## src/vmf_pkg.sv

```systemverilog
`timescale 1ns / 1ps
// ----------------------------------------------------------------------------
// vmf_pkg
// Shared types, constants and the CRC step for the drive command framer.
// ----------------------------------------------------------------------------
package vmf_pkg;

    // APB register map
    localparam int APB_ADDR_W = 4;
    localparam int APB_DATA_W = 32;
    localparam logic [1:0] REG_DEVICE_ADDRESS = 2'd0;
    localparam logic [1:0] REG_MIN_RPM        = 2'd1;
    localparam logic [1:0] REG_MAX_RPM        = 2'd2;

    // Register reset values
    localparam logic [7:0]  DEVICE_ADDRESS_RST = 8'h01;
    localparam logic [15:0] MIN_RPM_RST        = 16'd0;
    localparam logic [15:0] MAX_RPM_RST        = 16'd24000;

    // Command opcodes
    localparam logic [1:0] OP_RUN_MODE = 2'd0;
    localparam logic [1:0] OP_SPEED    = 2'd1;
    localparam logic [1:0] OP_READ     = 2'd2;

    // Run modes and the codes sent for them
    localparam logic [1:0] RM_FORWARD = 2'd1;
    localparam logic [1:0] RM_REVERSE = 2'd2;
    localparam logic [7:0] RUN_CODE_FORWARD = 8'h01;
    localparam logic [7:0] RUN_CODE_REVERSE = 8'h11;
    localparam logic [7:0] RUN_CODE_STOP    = 8'h08;

    // Function and length bytes
    localparam logic [7:0] FUNC_RUN_MODE = 8'h03;
    localparam logic [7:0] FUNC_SPEED    = 8'h05;
    localparam logic [7:0] FUNC_READ     = 8'h04;
    localparam logic [7:0] LEN_RUN_MODE  = 8'h01;
    localparam logic [7:0] LEN_SPEED     = 8'h02;
    localparam logic [7:0] LEN_READ      = 8'h03;

    // Index of the last body byte of each frame
    localparam logic [2:0] LAST_IDX_RUN_MODE = 3'd3;
    localparam logic [2:0] LAST_IDX_SPEED    = 3'd4;
    localparam logic [2:0] LAST_IDX_READ     = 3'd5;

    // CRC-16, reflected
    localparam logic [15:0] CRC_POLY = 16'hA001;
    localparam logic [15:0] CRC_INIT = 16'hFFFF;

    // Reciprocals: x/100 = (x*DIV100_MUL)>>31 for x < 2^24,
    //              y/3   = (y*DIV3_MUL)>>20   for y < 2^19
    localparam logic [24:0] DIV100_MUL = 25'd21474837;
    localparam logic [18:0] DIV3_MUL   = 19'd349526;

    // Frame queue depth
    localparam int QUEUE_DEPTH_DEF = 2;

    typedef enum logic [1:0] {
        FK_RUN_MODE,
        FK_SPEED,
        FK_READ
    } frame_kind_t;

    // One frame waiting to be sent
    typedef struct packed {
        frame_kind_t kind;
        logic [7:0]  addr;
        logic [7:0]  data3;
        logic [7:0]  data4;
    } desc_t;

    // Configuration registers as seen by the front end
    typedef struct packed {
        logic [7:0]  device_address;
        logic [15:0] min_rpm;
        logic [15:0] max_rpm;
    } cfg_t;

    typedef enum logic [2:0] {
        F_IDLE,
        F_DIV,
        F_CLAMP,
        F_FREQ,
        F_PUSH
    } front_state_t;

    typedef enum logic [1:0] {
        B_IDLE,
        B_BODY,
        B_CRC_LO,
        B_CRC_HI
    } back_state_t;

    // One byte into the CRC, eight shift steps
    function automatic logic [15:0] crc_feed(input logic [15:0] crc, input logic [7:0] b);
        logic [15:0] c;
        c = crc ^ {8'h00, b};
        for (int i = 0; i < 8; i++)
        begin
            if (c[0])
                c = (c >> 1) ^ CRC_POLY;
            else
                c = c >> 1;
        end
        return c;
    endfunction

endpackage

```

## src/vfd_modbus_command_framer.sv

```systemverilog
`timescale 1ns / 1ps
// ----------------------------------------------------------------------------
// vfd_modbus_command_framer
// Turns spindle commands into serial drive frames with a CRC-16 trailer.
// ----------------------------------------------------------------------------
// A run mode command yields a 6-byte frame, a read command an 8-byte frame,
// and a speed command a 7-byte frame, or nothing when the clamped speed is
// the one last sent; opcode 3 is dropped. Frame bytes leave one per cycle
// while out_stall is low, and the back end fetches each frame from the queue
// in its idle state before the first byte. The front end takes a run mode or
// read command straight to its push state, and a speed command through its
// steps (multiply on acceptance, then reciprocal divide by 100, clamp,
// frequency and push), and then parks it in a queue of QueueDepth frames, so
// it keeps taking items while the back end is still sending, until it is full.
// Write min_rpm, max_rpm and device_address only while no frame is pending.
module vfd_modbus_command_framer #(
    parameter int QueueDepth = vmf_pkg::QUEUE_DEPTH_DEF
) (
    input  logic                          clk,
    input  logic                          rst_n,
    // APB configuration
    input  logic                          psel,
    input  logic                          penable,
    input  logic                          pwrite,
    input  logic [vmf_pkg::APB_ADDR_W-1:0] paddr,
    input  logic [vmf_pkg::APB_DATA_W-1:0] pwdata,
    output logic [vmf_pkg::APB_DATA_W-1:0] prdata,
    output logic                          pready,
    // Command input
    input  logic                          in_valid,
    output logic                          in_stall,
    input  logic [1:0]                    opcode,
    input  logic [1:0]                    run_mode,
    input  logic [15:0]                   speed_rpm,
    input  logic [7:0]                    override_pct,
    input  logic [2:0]                    status_reg,
    // Frame byte output
    output logic                          out_valid,
    input  logic                          out_stall,
    output logic [7:0]                    frame_byte,
    output logic                          last_byte
);
    import vmf_pkg::*;

    logic [7:0]  device_address_reg;
    logic [15:0] min_rpm_reg;
    logic [15:0] max_rpm_reg;
    logic        cfg_write;
    cfg_t        cfg;

    logic        push;
    desc_t       push_desc;
    logic        full;
    logic        pop;
    desc_t       pop_desc;
    logic        empty;

    assign pready    = 1'b1;
    assign cfg_write = psel && penable && pwrite && pready;

    // Configuration registers
    always_ff @(posedge clk or negedge rst_n)
    begin
        if (!rst_n)
        begin
            device_address_reg <= DEVICE_ADDRESS_RST;
            min_rpm_reg        <= MIN_RPM_RST;
            max_rpm_reg        <= MAX_RPM_RST;
        end
        else if (cfg_write)
        begin
            case (paddr[3:2])
                REG_DEVICE_ADDRESS: device_address_reg <= pwdata[7:0];
                REG_MIN_RPM:        min_rpm_reg        <= pwdata[15:0];
                REG_MAX_RPM:        max_rpm_reg        <= pwdata[15:0];
                default: ;
            endcase
        end
    end

    // Register readback
    always_comb
    begin
        case (paddr[3:2])
            REG_DEVICE_ADDRESS: prdata = {24'h000000, device_address_reg};
            REG_MIN_RPM:        prdata = {16'h0000, min_rpm_reg};
            REG_MAX_RPM:        prdata = {16'h0000, max_rpm_reg};
            default:            prdata = '0;
        endcase
    end

    assign cfg.device_address = device_address_reg;
    assign cfg.min_rpm        = min_rpm_reg;
    assign cfg.max_rpm        = max_rpm_reg;

    vmf_front u_front (
        .clk          (clk),
        .rst_n        (rst_n),
        .cfg          (cfg),
        .in_valid     (in_valid),
        .in_stall     (in_stall),
        .opcode       (opcode),
        .run_mode     (run_mode),
        .speed_rpm    (speed_rpm),
        .override_pct (override_pct),
        .status_reg   (status_reg),
        .push         (push),
        .push_desc    (push_desc),
        .full         (full)
    );

    vmf_queue #(
        .Depth (QueueDepth)
    ) u_queue (
        .clk       (clk),
        .rst_n     (rst_n),
        .push      (push),
        .push_desc (push_desc),
        .full      (full),
        .pop       (pop),
        .pop_desc  (pop_desc),
        .empty     (empty)
    );

    vmf_back u_back (
        .clk        (clk),
        .rst_n      (rst_n),
        .empty      (empty),
        .pop_desc   (pop_desc),
        .pop        (pop),
        .out_valid  (out_valid),
        .out_stall  (out_stall),
        .frame_byte (frame_byte),
        .last_byte  (last_byte)
    );

endmodule

```

## src/vmf_front.sv

```systemverilog
`timescale 1ns / 1ps
// ----------------------------------------------------------------------------
// vmf_front
// Accepts commands, classifies them and builds frame descriptors. Speed
// commands are scaled, clamped and converted to frequency here.
// ----------------------------------------------------------------------------
module vmf_front (
    input  logic           clk,
    input  logic           rst_n,
    input  vmf_pkg::cfg_t  cfg,
    input  logic           in_valid,
    output logic           in_stall,
    input  logic [1:0]     opcode,
    input  logic [1:0]     run_mode,
    input  logic [15:0]    speed_rpm,
    input  logic [7:0]     override_pct,
    input  logic [2:0]     status_reg,
    output logic           push,
    output vmf_pkg::desc_t push_desc,
    input  logic           full
);
    import vmf_pkg::*;

    front_state_t state_reg, state_next;
    logic [15:0]  last_sent_reg, last_sent_next;
    logic [23:0]  prod_reg, prod_next;
    logic [17:0]  quot_reg, quot_next;
    logic [18:0]  y_reg, y_next;
    desc_t        desc_reg, desc_next;

    logic         accept;
    logic [48:0]  div_prod;
    logic [37:0]  freq_prod;
    logic [15:0]  rpm_clamped;
    logic         rpm_same;
    logic [7:0]   run_code;

    assign accept = in_valid && (state_reg == F_IDLE);

    // Speed datapath pieces
    always_comb
    begin
        div_prod  = 49'(prod_reg) * 49'(DIV100_MUL);
        freq_prod = 38'(y_reg) * 38'(DIV3_MUL);

        if ((cfg.min_rpm >= cfg.max_rpm) || (quot_reg >= {2'b00, cfg.max_rpm}))
            rpm_clamped = cfg.max_rpm;
        else if ((quot_reg != 18'd0) && (quot_reg <= {2'b00, cfg.min_rpm}))
            rpm_clamped = cfg.min_rpm;
        else
            rpm_clamped = quot_reg[15:0];
        rpm_same = (rpm_clamped == last_sent_reg);

        case (run_mode)
            RM_FORWARD: run_code = RUN_CODE_FORWARD;
            RM_REVERSE: run_code = RUN_CODE_REVERSE;
            default:    run_code = RUN_CODE_STOP;
        endcase
    end

    // Next state
    always_comb
    begin
        state_next = state_reg;
        case (state_reg)
            F_IDLE:
            begin
                if (in_valid)
                begin
                    case (opcode)
                        OP_RUN_MODE: state_next = F_PUSH;
                        OP_SPEED:    state_next = F_DIV;
                        OP_READ:     state_next = F_PUSH;
                        default:     state_next = F_IDLE;
                    endcase
                end
            end
            F_DIV:   state_next = F_CLAMP;
            F_CLAMP: state_next = rpm_same ? F_IDLE : F_FREQ;
            F_FREQ:  state_next = F_PUSH;
            F_PUSH:  state_next = full ? F_PUSH : F_IDLE;
            default: state_next = F_IDLE;
        endcase
    end

    // Outputs and datapath updates
    always_comb
    begin
        in_stall       = (state_reg != F_IDLE);
        push           = (state_reg == F_PUSH) && !full;
        push_desc      = desc_reg;
        desc_next      = desc_reg;
        prod_next      = prod_reg;
        quot_next      = quot_reg;
        y_next         = y_reg;
        last_sent_next = last_sent_reg;
        case (state_reg)
            F_IDLE:
            begin
                if (accept)
                begin
                    case (opcode)
                        OP_RUN_MODE:
                        begin
                            desc_next.kind  = FK_RUN_MODE;
                            desc_next.addr  = cfg.device_address;
                            desc_next.data3 = run_code;
                            desc_next.data4 = 8'h00;
                        end
                        OP_SPEED:
                        begin
                            prod_next = {8'h00, speed_rpm} * {16'h0000, override_pct};
                        end
                        OP_READ:
                        begin
                            desc_next.kind  = FK_READ;
                            desc_next.addr  = cfg.device_address;
                            desc_next.data3 = {5'b00000, status_reg};
                            desc_next.data4 = 8'h00;
                        end
                        default: ;
                    endcase
                end
            end
            F_DIV:
            begin
                quot_next = div_prod[48:31];
            end
            F_CLAMP:
            begin
                if (!rpm_same)
                begin
                    last_sent_next = rpm_clamped;
                    // rpm*100/60 == rpm*5/3
                    y_next = {1'b0, rpm_clamped, 2'b00} + {3'b000, rpm_clamped};
                end
            end
            F_FREQ:
            begin
                desc_next.kind  = FK_SPEED;
                desc_next.addr  = cfg.device_address;
                desc_next.data3 = freq_prod[35:28];
                desc_next.data4 = freq_prod[27:20];
            end
            F_PUSH: ;
            default: ;
        endcase
    end

    // Control state
    always_ff @(posedge clk or negedge rst_n)
    begin
        if (!rst_n)
        begin
            state_reg     <= F_IDLE;
            last_sent_reg <= 16'd0;
        end
        else
        begin
            state_reg     <= state_next;
            last_sent_reg <= last_sent_next;
        end
    end

    // Payload
    always_ff @(posedge clk)
    begin
        prod_reg <= prod_next;
        quot_reg <= quot_next;
        y_reg    <= y_next;
        desc_reg <= desc_next;
    end

    a_last_sent_update: assert property (@(posedge clk) disable iff (!rst_n)
        (state_reg == F_CLAMP && !rpm_same) |=> (last_sent_reg == $past(rpm_clamped)))
        else $error("last sent speed not updated after a new speed");

    a_unchanged_speed_drops: assert property (@(posedge clk) disable iff (!rst_n)
        (state_reg == F_CLAMP && rpm_same) |=> (state_reg == F_IDLE))
        else $error("unchanged speed did not drop the command");

endmodule

```

## src/vmf_queue.sv

```systemverilog
`timescale 1ns / 1ps
// ----------------------------------------------------------------------------
// vmf_queue
// Small FIFO of frame descriptors between the front and back ends.
// ----------------------------------------------------------------------------
module vmf_queue #(
    parameter int Depth = vmf_pkg::QUEUE_DEPTH_DEF
) (
    input  logic           clk,
    input  logic           rst_n,
    input  logic           push,
    input  vmf_pkg::desc_t push_desc,
    output logic           full,
    input  logic           pop,
    output vmf_pkg::desc_t pop_desc,
    output logic           empty
);
    import vmf_pkg::*;

    localparam int PtrW = (Depth > 1) ? $clog2(Depth) : 1;
    localparam int CntW = $clog2(Depth + 1);

    desc_t            entry_reg [Depth];
    logic [PtrW-1:0]  wr_ptr_reg, wr_ptr_next;
    logic [PtrW-1:0]  rd_ptr_reg, rd_ptr_next;
    logic [CntW-1:0]  count_reg, count_next;

    assign full     = (count_reg == CntW'(Depth));
    assign empty    = (count_reg == '0);
    assign pop_desc = entry_reg[rd_ptr_reg];

    // Pointer and count updates
    always_comb
    begin
        wr_ptr_next = wr_ptr_reg;
        rd_ptr_next = rd_ptr_reg;
        count_next  = count_reg;
        if (push)
            wr_ptr_next = (wr_ptr_reg == PtrW'(Depth - 1)) ? '0 : wr_ptr_reg + 1'b1;
        if (pop)
            rd_ptr_next = (rd_ptr_reg == PtrW'(Depth - 1)) ? '0 : rd_ptr_reg + 1'b1;
        if (push && !pop)
            count_next = count_reg + 1'b1;
        else if (pop && !push)
            count_next = count_reg - 1'b1;
    end

    always_ff @(posedge clk or negedge rst_n)
    begin
        if (!rst_n)
        begin
            wr_ptr_reg <= '0;
            rd_ptr_reg <= '0;
            count_reg  <= '0;
        end
        else
        begin
            wr_ptr_reg <= wr_ptr_next;
            rd_ptr_reg <= rd_ptr_next;
            count_reg  <= count_next;
        end
    end

    always_ff @(posedge clk)
    begin
        if (push)
            entry_reg[wr_ptr_reg] <= push_desc;
    end

    a_no_overflow: assert property (@(posedge clk) disable iff (!rst_n)
        push |-> !full)
        else $error("push into a full frame queue");

    a_no_underflow: assert property (@(posedge clk) disable iff (!rst_n)
        pop |-> !empty)
        else $error("pop from an empty frame queue");

endmodule

```

## src/vmf_back.sv

```systemverilog
`timescale 1ns / 1ps
// ----------------------------------------------------------------------------
// vmf_back
// Takes descriptors from the queue and sends each frame one byte per cycle
// when not stalled, runs the CRC over the body and appends it low byte first.
// ----------------------------------------------------------------------------
module vmf_back (
    input  logic           clk,
    input  logic           rst_n,
    input  logic           empty,
    input  vmf_pkg::desc_t pop_desc,
    output logic           pop,
    output logic           out_valid,
    input  logic           out_stall,
    output logic [7:0]     frame_byte,
    output logic           last_byte
);
    import vmf_pkg::*;

    back_state_t state_reg, state_next;
    desc_t       desc_reg;
    logic [2:0]  idx_reg, idx_next;
    logic [15:0] crc_reg, crc_next;
    logic        out_valid_reg, out_valid_next;
    logic [7:0]  frame_byte_reg, frame_byte_next;
    logic        last_byte_reg, last_byte_next;

    logic        load;
    logic [7:0]  body_byte;
    logic [7:0]  func_byte;
    logic [7:0]  len_byte;
    logic [2:0]  last_idx;

    assign out_valid  = out_valid_reg;
    assign frame_byte = frame_byte_reg;
    assign last_byte  = last_byte_reg;

    // Per-kind frame bytes
    always_comb
    begin
        case (desc_reg.kind)
            FK_RUN_MODE:
            begin
                func_byte = FUNC_RUN_MODE;
                len_byte  = LEN_RUN_MODE;
                last_idx  = LAST_IDX_RUN_MODE;
            end
            FK_SPEED:
            begin
                func_byte = FUNC_SPEED;
                len_byte  = LEN_SPEED;
                last_idx  = LAST_IDX_SPEED;
            end
            default:
            begin
                func_byte = FUNC_READ;
                len_byte  = LEN_READ;
                last_idx  = LAST_IDX_READ;
            end
        endcase

        case (idx_reg)
            3'd0:    body_byte = desc_reg.addr;
            3'd1:    body_byte = func_byte;
            3'd2:    body_byte = len_byte;
            3'd3:    body_byte = desc_reg.data3;
            3'd4:    body_byte = desc_reg.data4;
            default: body_byte = 8'h00;
        endcase
    end

    assign load = (state_reg != B_IDLE) && (!out_valid_reg || !out_stall);

    // Next state
    always_comb
    begin
        state_next = state_reg;
        case (state_reg)
            B_IDLE:   state_next = empty ? B_IDLE : B_BODY;
            B_BODY:   state_next = (load && idx_reg == last_idx) ? B_CRC_LO : B_BODY;
            B_CRC_LO: state_next = load ? B_CRC_HI : B_CRC_LO;
            B_CRC_HI: state_next = load ? B_IDLE : B_CRC_HI;
            default:  state_next = B_IDLE;
        endcase
    end

    // Outputs and datapath updates
    always_comb
    begin
        pop             = (state_reg == B_IDLE) && !empty;
        idx_next        = idx_reg;
        crc_next        = crc_reg;
        frame_byte_next = frame_byte_reg;
        last_byte_next  = last_byte_reg;
        if (load)
            out_valid_next = 1'b1;
        else if (!out_stall)
            out_valid_next = 1'b0;
        else
            out_valid_next = out_valid_reg;

        case (state_reg)
            B_IDLE:
            begin
                if (pop)
                begin
                    idx_next = 3'd0;
                    crc_next = CRC_INIT;
                end
            end
            B_BODY:
            begin
                if (load)
                begin
                    idx_next        = idx_reg + 3'd1;
                    crc_next        = crc_feed(crc_reg, body_byte);
                    frame_byte_next = body_byte;
                    last_byte_next  = 1'b0;
                end
            end
            B_CRC_LO:
            begin
                if (load)
                begin
                    frame_byte_next = crc_reg[7:0];
                    last_byte_next  = 1'b0;
                end
            end
            B_CRC_HI:
            begin
                if (load)
                begin
                    frame_byte_next = crc_reg[15:8];
                    last_byte_next  = 1'b1;
                end
            end
            default: ;
        endcase
    end

    // Control state
    always_ff @(posedge clk or negedge rst_n)
    begin
        if (!rst_n)
        begin
            state_reg     <= B_IDLE;
            out_valid_reg <= 1'b0;
        end
        else
        begin
            state_reg     <= state_next;
            out_valid_reg <= out_valid_next;
        end
    end

    // Payload
    always_ff @(posedge clk)
    begin
        if (pop)
            desc_reg <= pop_desc;
        idx_reg        <= idx_next;
        crc_reg        <= crc_next;
        frame_byte_reg <= frame_byte_next;
        last_byte_reg  <= last_byte_next;
    end

    a_frame_start: assert property (@(posedge clk) disable iff (!rst_n)
        pop |=> (state_reg == B_BODY && crc_reg == CRC_INIT && idx_reg == 3'd0))
        else $error("frame did not start with a fresh CRC");

endmodule

```

## config.mk

```make
export PLATFORM = sky130hd
export DESIGN_NAME = vfd_modbus_command_framer
export DESIGN_NICKNAME = d
export VERILOG_FILES = /design/src/vmf_pkg.sv /design/src/vfd_modbus_command_framer.sv /design/src/vmf_front.sv /design/src/vmf_queue.sv /design/src/vmf_back.sv
export SDC_FILE = /design/constraint.sdc
export NUM_CORES = 2
export LEC_CHECK = 0
export BUFFER_PORTS_ARGS = -buffer_cell sky130_fd_sc_hd__buf_2
export CAP_MARGIN = 20
export CORE_ASPECT_RATIO = 1.1
export CORE_MARGIN = 2
export CORE_UTILIZATION = 65
export DETAILED_ROUTE_END_ITERATION = 8
export PLACE_DENSITY = 0.92
export SYNTH_ARGS = -nofsm -noshare
export SYNTH_HDL_FRONTEND = slang
export SYNTH_SLANG_ARGS = --single-unit
```

## constraint.sdc

```tcl
create_clock -name clk -period 8.9 [get_ports clk]
set_input_delay 1.78 -clock clk [delete_from_list [all_inputs] [get_ports clk]]
set_output_delay 1.78 -clock clk [all_outputs]
set_load 0.05 [all_outputs]
```

* Word-level counts from Yosys, hierarchy flattened
Memory sizes are Yosys's and may differ from the RTL's. A register that Yosys moved wholly into a read port is not among the register bits.
Index checks and enable logic that the tools add are counted.
W data, S select, Z words.
** Cells by class
- Add/sub/neg operators :: 6
- Multiply operators :: 3
- Magnitude comparators :: 3
- Eq/ne operators :: 30
- Multiplexer cells :: 64
- Bitwise operators :: 10
- Reduce and logical (&&, ||, !) cells :: 44
** Operators with widths (number)
- $mux W16 :: 26
- $pmux W26 S2 :: 2
- $mul A24 B25 Y49 const B :: 1
- $pmux W16 S3 :: 1
- $pmux W8 S5 :: 1
- $mul A19 B18 Y35 const B :: 1
- $pmux W16 S2 :: 1
- $mux W26 :: 1
- $mul A16 B8 Y24 :: 1
- $mux W8 :: 3
- $not A2 Y3 :: 8
- $pmux W3 S2 :: 4
- $pmux W8 S3 :: 1
- $add A18 B16 Y19 :: 1
- $ge A18 B16 Y1 :: 1
- $le A18 B16 Y1 :: 1
- $reduce_bool A18 Y1 :: 1
- $eq A16 B16 Y1 :: 1
- $ge A16 B16 Y1 :: 1
- $xor A16 B8 Y16 :: 1
- $pmux W3 S5 :: 1
- $eq A2 B2 Y1 const B :: 6
- $eq A3 B2 Y1 const B :: 4
- $mux W3 :: 4
- 29 further kinds :: 87
** Storage, ports and cells
- Register bits :: 181
- RAM bits :: 52
- Bits of input ports :: 74
- Output and inout port bits :: 44
- Word-level logic and storage cells :: 182
- Memories kept :: 1
** Memories
- u_queue.entry_reg :: depth 2, bits a word 26, read ports 1, clocked after Yosys merged registers in 1, write ports 1, RTL line vmf_queue.sv:23 : desc_t entry_reg [Depth];

* Depth between registers and ports, before layout
- Depth after elaboration :: 36
- Gate-level depth with buffers :: 28
- Depth with buffers taken out :: 27

* Hierarchy
From an unflattened synthesis, not the netlist that was laid out.
** Unflattened totals
- Cell total of the unflattened synthesis :: 2895
- Area total of the unflattened synthesis :: 31716.7 µm²
** By module, submodules not included
- vmf_front :: instances 1, cells an instance 2466, area each 24910.1 µm²
- vmf_back :: instances 1, cells an instance 187, area each 2676.3 µm²
- vmf_queue :: instances 1, cells an instance 97, area each 2163.3 µm²
- vfd_modbus_command_framer :: instances 1, cells an instance 145, area each 1966.9 µm²

* Worst setup path after synthesis
Ideal clock, no wire load.
- Kind :: reg-to-reg
- Start :: reg u_front.prod_reg[4]
- End :: reg u_front.quot_reg[17] (data pin)
- Arrival time :: 6554 ps
- Path slack :: 2085 ps
- Stages on the path, launching flop included :: 24
- Path buffers :: 0
- Clock period less this slack :: 6815 ps
- Cells stage by stage :: edfxtp_1 fa_1 fa_1 inv_1 fa_1 inv_1 fa_1 fa_1 fa_1 inv_1 fa_1 inv_1 ha_1 nand4_1 nor4_1 o211ai_1 a211o_1 a21o_1 a21oi_1 o21ai_0 o21ai_0 nor4_1 nor3_1 xnor2_1
** On the way
- Word-level cells in the longest chain between the ends :: 1
** Ends and longest elaborated chain
- from (decl) :: RTL line vmf_front.sv:26 : logic [23:0] prod_reg, prod_next;
- from (signal assigned) :: RTL line vmf_front.sv:168 : prod_reg <= prod_next;
- $mul A24 B25 Y49 :: RTL line vmf_front.sv:43 : div_prod = 49'(prod_reg) * 49'(DIV100_MUL);
- via u_front.div_prod[48] :: RTL line vmf_front.sv:32 : logic [48:0] div_prod;
- to (signal assigned) :: RTL line vmf_front.sv:169 : quot_reg <= quot_next;
- to (decl) :: RTL line vmf_front.sv:27 : logic [17:0] quot_reg, quot_next;
The timed path passes the listed nets, and every way through them passes these cells.
A chain may end at the register's enable or synchronous reset.

* Worst setup path in the final report
Same ends and word-level chain as after synthesis.

==> flow_summary_export.csv <==
group,metric,value,unit
setup_path,ff2ff_path_depth,23,
flow_run,cap_violations,0,
logic_synthesis,syn-cell-area,31300,sq um
setup_path,path_delay_family,"adder cells",
setup_path,worstReg2RegStart,"u_front.prod_reg[4]$_DFFE_PP_",
logic_synthesis,synth_edf_count,193,
detailed_routing,wl_per_cell,20.9,um
logic_synthesis,avgSynthCellArea,10.6,sq um
clock_tree,insertion_delay,600,ps
detailed_routing,vias_per_cell,5.93,
setup_path,worstSetupPathDepth,23,
finish,final_nets,4017,
setup_path,worstPathCellList,"fa_1 -> fa_1 -> inv_1 -> fa_1 -> inv_1 -> fa_1 -> fa_1 -> fa_1 -> inv_1 -> fa_1 -> inv_1 -> ha_1 -> nand4_1 -> nor4_1 -> o211ai_1 -> a211o_1 -> a21o_1 -> a21oi_1 -> o21ai_0 -> o21ai_0 -> nor4_1 -> nor3_1 -> xnor2_1",
hold_path,holdCritStartpoint,"u_front.push_desc[22]$_DFFE_PP_",
sta,fin_setup_tns,0,ps
floorplan,die-area,49900,sq um
logic_synthesis,synthTopCellsByCount,"677 x inv_1, 520 x ha_1, 404 x fa_1",
sta,setup_viol,0,
finish,area_growth,6.81,%
detailed_routing,ant_nets,0,
sta,slew_violations,0,
floorplan,die_w,213,um
finish,drive_above_1_share,0.0773,
setup_path,path_max_fanout,10,
global_route,grt_max_degree,67,
clock_tree,cts_setup_buffers,0,
clock_tree,cts-buffers-inserted,29,
clock_tree,ctsResizeCount,0,
global_route,antenna_found_initial,6,
global_route,grtUsageMet1,0.345,
setup_path,required,9220,ps
sta,slew_headroom,0.228,
floorplan,start_util,0.657,
detailed_routing,finalWirelength,77400,um
global_route,overflow,0,
global_route,grt_first_pass_wirelength,124000,um
placement,hpwl,61000,um
clock_tree,hold_buffers,0,
setup_path,worstSetupEndpointType,"flop",
detailed_routing,vias,21906,
setup_path,cp-start-kind,"flop",
placement,gp_congestion,1.00,
hold_path,min_path_type,"reg -> reg",
global_route,first_global_vias,24393,
setup_path,worstSetupPathType,"reg -> reg",
finish,largest_reg_flops,52,
logic_synthesis,synthTopCellsByArea,"fa_1 26%, ha_1 21%, edfxtp_1 19%",
setup_path,arrival,8260,ps
setup_path,cp_num_buf_inv,4,
global_route,use_met3,0.0710,
global_route,met2_usage,0.578,
logic_synthesis,synth.yosys.seq_area_share,0.239,
run_status,status,"completed",
sta,final.min_clock_period,7940,ps
clock_tree,cts_tree,"done",
logic_synthesis,synth_ff_type,"edfxtp_1",
logic_synthesis,yosysMostFrequentCell,"inv_1",
setup_path,crit_slowest_cell,"edfxtp_1",
clock_tree,htreeDepth,1,
detailed_routing,firstDrtPassIters,7,
logic_synthesis,ys_warn_count,0,
floorplan,coreArea,47600,sq um
sta,skew,34.4,ps
setup_path,slowest_delay,650,ps
detailed_routing,drt_iter0_drc,1848,
setup_path,crit_path_start,"u_front.prod_reg[4]$_DFFE_PP_",
clock_tree,clk_pin_slew,60,ps
floorplan,die_h,234,um
floorplan,rows,84,
clock_tree,root_buffer,"clkbuf_16",
detailed_routing,drc_errors,0,
global_route,top_usage_layer,"met2",
clock_tree,clock_sinks,259,
floorplan,pin_count,118,
setup_path,cpMostUsedCell,"fa_1",
sta,worst_slew_pin_slew,1150,ps
logic_synthesis,syn_inst,2941,
logic_synthesis,yosysTopAreaCell,"fa_1",
sta,rsz0062_at_grt,"false",
logic_synthesis,ys_ff_latch,259,
logic_synthesis,synth_cell_types,70,
hold_path,hold_path_depth,0,
placement,port_buffers,82,
finish,n_fill_cell,3030,
sta,max_freq,0.126,GHz
logic_synthesis,synth_top_area_frac,0.259,
clock_tree,clockBufferDepth,3,
sta,hold_viol_final,0,
sta,finalCritPeriodShare,0.892,
global_route,grt_usage,0.324,
logic_synthesis,async_flop_share,0.255,
[cells by family after synthesis]
family | synth area share
adders and majority gates | 0.467
AOI/OAI and AO/OA | 0.0651
DFF | 0.239
xor gates and xnor gates | 0.0342
buffers and inverters | 0.0915
muxes | 0.0245
other | 0.000240
and+or+nand+nor | 0.0790
[per-stage QoR]
stage	hold WS, ps	worst slack [ps]	util	area (sq um)	std cells
after floorplan	421	2080	-	31300	2956
after global placement	422	1110	0.679	32300	3631
after detailed placement	432	1060	0.679	32300	3631
after CTS	445	981	0.700	33300	3685
after global routing	464	613	0.701	33400	3687
final	442	960	0.701	33400	3694
[worst paths after layout]
path,to,slack (ps)
min in group asynchronous,min_rpm_reg[13]$_DFFE_PN0P_,1410
min,u_queue.entry_reg[1][22]$_DFFE_PP_,440
max reg2reg,u_front.quot_reg[17]$_DFFE_PP_,960
max in group asynchronous,device_address_reg[7]$_DFFE_PN0P_,6890
min reg2reg,u_queue.entry_reg[1][22]$_DFFE_PP_,440
max,u_front.quot_reg[17]$_DFFE_PP_,960
[metal layers]
metal	part of all wire	up-vias
met5	0	-
met2	0.51	1141
met3	0.077	398
met1	0.34	10691
li1	-	9676
met4	0.073	0
[placed cells by master, fill, tap and decap left out, drive strengths merged, types with 9 or more instances in the layout]
cell type	n
o21ai	115
a22oi	15
conb	17
clkbuf	39
xnor2	89
or2	12
mux2	58
nand3	37
and2	71
nor2	69
mux2i	9
nor2b	11
or3	10
o211ai	9
fa	404
o21a	9
dfrtp	58
edfxtp	193
inv	681
nand2	181
clkinv	9
nor4	11
and3	12
xor2	33
a22o	10
a21oi	70
nand2b	21
buf	96
nor3	43
ha	520
nand4	17
a21o	37
[final cells by class]
type | count | area (sq um) | share of cell area
Clock inverter | 16 | 193 | 0.00577
Tap cell | 645 | 807 | 0.0242
Multi-Input combinational cell | 1955 | 21000 | 0.630
Antenna cell | 7 | 17.5 | 0.000525
Clock buffer | 38 | 811 | 0.0243
Timing Repair Buffer | 97 | 543 | 0.0163
Sequential cell | 259 | 7460 | 0.223
Inverter | 677 | 2540 | 0.0761
Power is left out: the tool's default activity adds up to more than one toggle a clock period on the data nets, which glitch-free logic cannot reach.
